**config.mk**
```make
export PLATFORM = sky130hd
export DESIGN_NAME = ijac_front
export DESIGN_NICKNAME = d
export VERILOG_FILES = /design/src/ijac_pkg.sv /design/src/ijac_front.sv
export SDC_FILE = /design/constraint.sdc
export NUM_CORES = 2
export LEC_CHECK = 0
export ABC_AREA = 0
export BUFFER_PORTS_ARGS = -buffer_cell sky130_fd_sc_hd__buf_2
export CAP_MARGIN = 20
export CORE_MARGIN = 2
export CORE_UTILIZATION = 40
export CTS_BUF_LIST = sky130_fd_sc_hd__clkbuf_8
export CTS_CLUSTER_DIAMETER = 40
export DETAILED_ROUTE_END_ITERATION = 8
export MAX_ROUTING_LAYER = met4
export PLACE_DENSITY = 0.69
export SYNTH_ARGS = -nofsm -noshare
export SYNTH_HDL_FRONTEND = slang
export SYNTH_SLANG_ARGS = --single-unit
```
**constraint.sdc**
```tcl
create_clock -name clk_i -period 33.3 [get_ports clk_i]
set_clock_uncertainty 0.1 [all_clocks]
set_input_delay 1.665 -clock clk_i [delete_from_list [all_inputs] [get_ports clk_i]]
set_output_delay 1.665 -clock clk_i [all_outputs]
set_load 0.02 [all_outputs]
```
**src/ijac_pkg.sv**
```systemverilog
// ----------------------------------------------------------------------------
// ijac_pkg: shared types, constants and arithmetic helpers
// Q16.16 / Q32.32 saturation and conversion, input and result structures.
// ----------------------------------------------------------------------------
package ijac_pkg;

  localparam int unsigned DataW = 32;
  localparam int unsigned AccW  = 64;
  localparam logic signed [31:0] OneQ = 32'sd65536;

  localparam logic [0:0] CfgDimension = 1'b0;
  localparam logic [0:0] CfgParMode   = 1'b1;

  typedef struct packed {
    logic signed [31:0] ref_x;
    logic signed [31:0] ref_y;
    logic signed [31:0] ref_z;
    logic signed [31:0] basis_value;
    logic signed [31:0] grad_x;
    logic signed [31:0] grad_y;
    logic signed [31:0] grad_z;
    logic signed [31:0] node_x;
    logic signed [31:0] node_y;
    logic signed [31:0] node_z;
    logic               last_basis;
  } in_item_t;

  typedef struct packed {
    logic [1:0]         row_index;
    logic signed [31:0] inv_col0;
    logic signed [31:0] inv_col1;
    logic signed [31:0] inv_col2;
    logic signed [31:0] phys_coord;
    logic signed [31:0] jac_det;
    logic               singular;
    logic               last_row;
  } out_item_t;

  // Saturating add of two 64-bit signed values
  function automatic logic signed [63:0] sadd64(logic signed [63:0] a,
                                                logic signed [63:0] b);
    logic signed [64:0] s;
    s = {a[63], a} + {b[63], b};
    if (s[64] != s[63]) sadd64 = s[64] ? {1'b1, 63'd0} : {1'b0, {63{1'b1}}};
    else sadd64 = s[63:0];
  endfunction

  function automatic logic signed [31:0] sat32(logic signed [63:0] v);
    if (v > 64'sd2147483647) sat32 = 32'sh7fffffff;
    else if (v < -64'sd2147483648) sat32 = 32'sh80000000;
    else sat32 = v[31:0];
  endfunction

  // Q32.32 to Q16.16 with round-half-up and saturation
  function automatic logic signed [31:0] to_q16(logic signed [63:0] v);
    logic signed [64:0] r;
    r = {v[63], v} + 65'sd32768;
    r = r >>> 16;
    if (r > 65'sd2147483647) to_q16 = 32'sh7fffffff;
    else if (r < -65'sd2147483648) to_q16 = 32'sh80000000;
    else to_q16 = r[31:0];
  endfunction

endpackage

```
**src/ijac_front.sv**
```systemverilog
// ----------------------------------------------------------------------------
// ijac_front: basis accumulator
// Accumulates position and Jacobian sums in parametric mode, one product per
// cycle, and hands completed points to the back part over a valid/ready handshake.
// ----------------------------------------------------------------------------
module ijac_front (
  input  logic                      clk_i,
  input  logic                      rst_ni,
  input  logic                      par_mode_i,
  input  logic                      in_valid_i,
  output logic                      in_ready_o,
  input  ijac_pkg::in_item_t        in_data_i,
  output logic                      pt_valid_o,
  input  logic                      pt_ready_i,
  output logic signed [11:0][63:0]  pt_acc_o,
  output logic signed [2:0][31:0]   pt_ref_o,
  output logic                      pt_par_o
);
  import ijac_pkg::*;

  typedef enum logic [1:0] {SIdle, SMul, SPush} state_e;

  state_e state_q;
  in_item_t item_q;
  logic signed [11:0][63:0] acc_q;
  logic par_q;
  logic [3:0] idx_q;
  logic signed [31:0] ma, mb;
  logic signed [63:0] prod;

  // Index 0..2 position, 3..11 jacobian (row-major)
  always_comb begin
    ma = item_q.basis_value;
    mb = item_q.node_x;
    if (idx_q < 4'd3) begin
      ma = item_q.basis_value;
    end else if (idx_q < 4'd6) begin
      ma = item_q.grad_x;
    end else if (idx_q < 4'd9) begin
      ma = item_q.grad_y;
    end else begin
      ma = item_q.grad_z;
    end
    case (idx_q)
      4'd0, 4'd3, 4'd6, 4'd9:  mb = item_q.node_x;
      4'd1, 4'd4, 4'd7, 4'd10: mb = item_q.node_y;
      default:                 mb = item_q.node_z;
    endcase
    prod = ma * mb;
  end

  assign in_ready_o = (state_q == SIdle);
  assign pt_valid_o = (state_q == SPush);
  assign pt_acc_o   = acc_q;
  assign pt_ref_o   = {item_q.ref_z, item_q.ref_y, item_q.ref_x};
  assign pt_par_o   = par_q;

  always_ff @(posedge clk_i or negedge rst_ni) begin
    if (!rst_ni) begin
      state_q <= SIdle;
      acc_q   <= '0;
      idx_q   <= '0;
      par_q   <= 1'b0;
    end else begin
      unique case (state_q)
        SIdle: begin
          if (in_valid_i) begin
            item_q <= in_data_i;
            par_q  <= par_mode_i;
            idx_q  <= '0;
            if (par_mode_i) state_q <= SMul;
            else if (in_data_i.last_basis) state_q <= SPush;
          end
        end
        SMul: begin
          acc_q[idx_q] <= sadd64(acc_q[idx_q], prod);
          idx_q <= idx_q + 4'd1;
          if (idx_q == 4'd11) state_q <= item_q.last_basis ? SPush : SIdle;
        end
        SPush: begin
          if (pt_ready_i) begin
            acc_q   <= '0;
            state_q <= SIdle;
          end
        end
        default: state_q <= SIdle;
      endcase
    end
  end
endmodule

```
==> summary.txt <==
Synthesis
  • Yosys warnings: 0
  • Area share of the largest cell type after synthesis: 0.2864
  • Primary FF master, synth: dfrtp_1
  • Avg Cell Area, Syn: 10.48 sq um
  • Distinct cells, synth: 72
  • Synth area leaders: fa_1, dfrtp_1, edfxtp_1
  • Synthesized cell area: 85,410 sq um
  • Ys async rst share: 0.7071
  • Post-synthesis sequential area ratio: 0.3399
  • Synthesis-stage register bit count: 1,096
  • Biggest area consumer among synthesized cells: fa_1
  • Syn Nets: 9,924
  • Cells after Synth: 8,153
  • Post-synth EDFFs: 321

Global routing
  • Vias in the first global route: 71,010
  • Initial antenna violation count: 26
  • GRT overflow: 0
  • Total GRT Usage: 0.3536
  • Largest net degree at the start of global routing: 187
  • First-pass GRT wire length: 530.6 mm

Setup path
  • Crit start category: flop
  • R2R depth: 36
  • Most used cell along the critical path: fa_1
  • Crit path required time: 34.02 ns
  • Slowest CP cell: fa_1
  • Critical Path AT: 15.96 ns
  • Family with the most delay on the worst path: adder cells
  • Worst path bufs/invs: 11
  • Worst path depth: 36
  • Max incr delay on CP: 0.90 ns
  • Crit. End Element: flop
  • Critical path class: flop to flop
  • Setup slack, reg-to-reg: 18.05 ns
  • CP max FO: 48

Floorplan
  • Core ar.: 212,100 sq um
  • Die Ht: 466.1 um
  • Die width: 466.1 um
  • Num rows: 169
  • Initial Util: 0.4027
  • Boundary Pins: 1,193
  • DIE AREA: 217,200 sq um

STA
  • Setup Total Neg Slack: 0 ns
  • # setup viols final: 0
  • Final worst-path cycle share: 0.4579
  • Final Hold Vio Count: 0
  • Max frequency: 65.59 MHz
  • Slew Viols, Final: 0
  • Final WS setup: 18.05 ns
  • Unrepaired setup endpoints after global routing: no
  • Worst-margin pin slew: 1.259 ns
  • Min Clock Period, post-route: 15.25 ns
  • Slew margin rel.: 0.1608
  • Worst hold slack: 0.3978 ns

CTS
  • Clk pin slew, worst setup/hold paths: 0.06 ns
  • Post-CTS resize count: 0
  • CTS Root Cell: clkbuf_8
  • Clock buffer count from CTS: 204
  • Worst skew pair latency: 1.09 ns
  • Worst-case clock buffer depth: 3
  • Hold_buf cts: 0
  • Clock sink count: 1,096
  • H-tree depth: 4
  • Postcts setup bufs: 0
  • TritonCTS clock tree: yes

Final layout
  • Nets@finish: 10,920
  • Share of layout cells above drive strength 1: 0.2174
  • Area Overhead vs Synth: 15.91%

Detailed routing
  • Routed vias: 69,660
  • Detailed Route WL: 375.4 mm
  • Detail Route Antenna Nets: 0
  • Detail-routed via count per cell: 5.727
  • # DRC: 0
  • Wire length per cell: 30.86 um
  • Initial DRC Count: 8,205
  • Pre-Repair DR Iteration Count: 6

Placement
  • I/O Buffers: 1,192
  • Place WS: 18.05 ns
  • Final RePlAce weighted congestion: 0.9959
  • HPWL after DPL: 284.6 mm

Flow run
  • Max_cap viols: 0

Hold path
  • HP Class: input port to async pin

Run status
  • Status: finished, final reports clean
[cell usage after synthesis, types with 6 or more instances]
cell type / count
a221o_1: 26
buf_2: 22
a22oi_1: 7
buf_4: 103
a21o_1: 61
clkbuf_1: 425
buf_1: 49
o21ai_1: 6
nor2_1: 597
and2_1: 47
o21ai_0: 759
fa_1: 1222
mux2i_1: 87
nor2b_1: 6
a22o_1: 74
mux4_2: 192
xnor2_1: 41
a31oi_1: 14
dfrtp_1: 775
a221oi_1: 27
nand2_1: 1317
or3_1: 10
nand3_1: 86
dlygate4sd1_1: 7
nor4_1: 6
o21a_1: 12
inv_1: 1226
nor3_1: 28
edfxtp_1: 321
o22ai_1: 14
xor2_1: 22
ha_1: 223
nand4_1: 18
and3_1: 6
nand2b_1: 9
o211ai_1: 9
o21bai_1: 12
a211oi_1: 27
a21oi_1: 199
[flip-flops by register name (all words and copies together), names as in the netlist]
name	cells
idx_q	4
item_q	225
pt_acc_o	768
pt_par_o	1
pt_ref_o	96
state_q	2
[cell families after synthesis]
kind of cell / Yosys count / share of synthesized area
and+or+nand+nor: 2146 / 0.09976
xor gates and xnor gates: 64 / 0.006651
muxes: 281 / 0.06109
AOI/OAI and AO/OA: 1281 / 0.08687
DFF: 1096 / 0.3399
buffers and inverters: 1836 / 0.08613
adders and majority gates: 1449 / 0.3196
[cell usage in the layout, fill, tap and decap left out, types with 74 or more instances in the layout]
cell	instances
a21oi_1	164
a22o_1	74
buf_2	1191
buf_4	194
clkbuf_8	243
dfrtp_1	771
edfxtp_1	321
fa_1	1222
ha_1	223
inv_1	1276
mux2i_1	87
mux4_2	192
nand2_1	1310
nand3_1	74
nor2_1	588
o21ai_0	754
[layout make-up]
type / instances / area (sq um)
fillers: 19750 / 113100
multi-input cells: 5221 / 49610
flip-flops and latches: 1096 / 29050
repair buffers: 1396 / 7627
inverters: 1228 / 4609
well taps: 2821 / 3530
clock buffers: 243 / 3344
clock inverters: 135 / 1170
diodes: 24 / 60.06
[stage by stage]
stage | cells | utilization | area (sq um)
after floorplan | 8153 | - | 85410
after global placement | 11750 | 0.4443 | 94240
after detailed placement | 11750 | 0.4447 | 94310
after CTS | 12130 | 0.4659 | 98820
after global routing | 12160 | 0.4667 | 98980
final | 12160 | 0.4668 | 99000
[path summary, 6_finish.rpt]
| check | from | end |
|---|---|---|
| min | rst_ni | pt_acc_o[195]$_DFFE_PN0P_ |
| max in group asynchronous | rst_ni | pt_acc_o[125]$_DFFE_PN0P_ |
| max reg2reg | idx_q[1]$_DFFE_PN0P_ | pt_acc_o[360]$_DFFE_PN0P_ |
| min in group clk_i | pt_acc_o[167]$_DFFE_PN0P_ | pt_acc_o[167]$_DFFE_PN0P_ |
| max | idx_q[1]$_DFFE_PN0P_ | pt_acc_o[360]$_DFFE_PN0P_ |
| min reg2reg | pt_acc_o[167]$_DFFE_PN0P_ | pt_acc_o[167]$_DFFE_PN0P_ |
[layer usage]
layer / up-vias / wire length, um / track usage
met2: 5065 / 159300 / 0.4913
li1: 27920 / - / -
met3: 1049 / 50920 / 0.1353
met5: - / 0 / -
met4: 0 / 27170 / 0.1989
met1: 35630 / 138000 / 0.4406
Power is left out: the tool's default activity adds up to more than one toggle a clock period on the data nets, which glitch-free logic cannot reach.
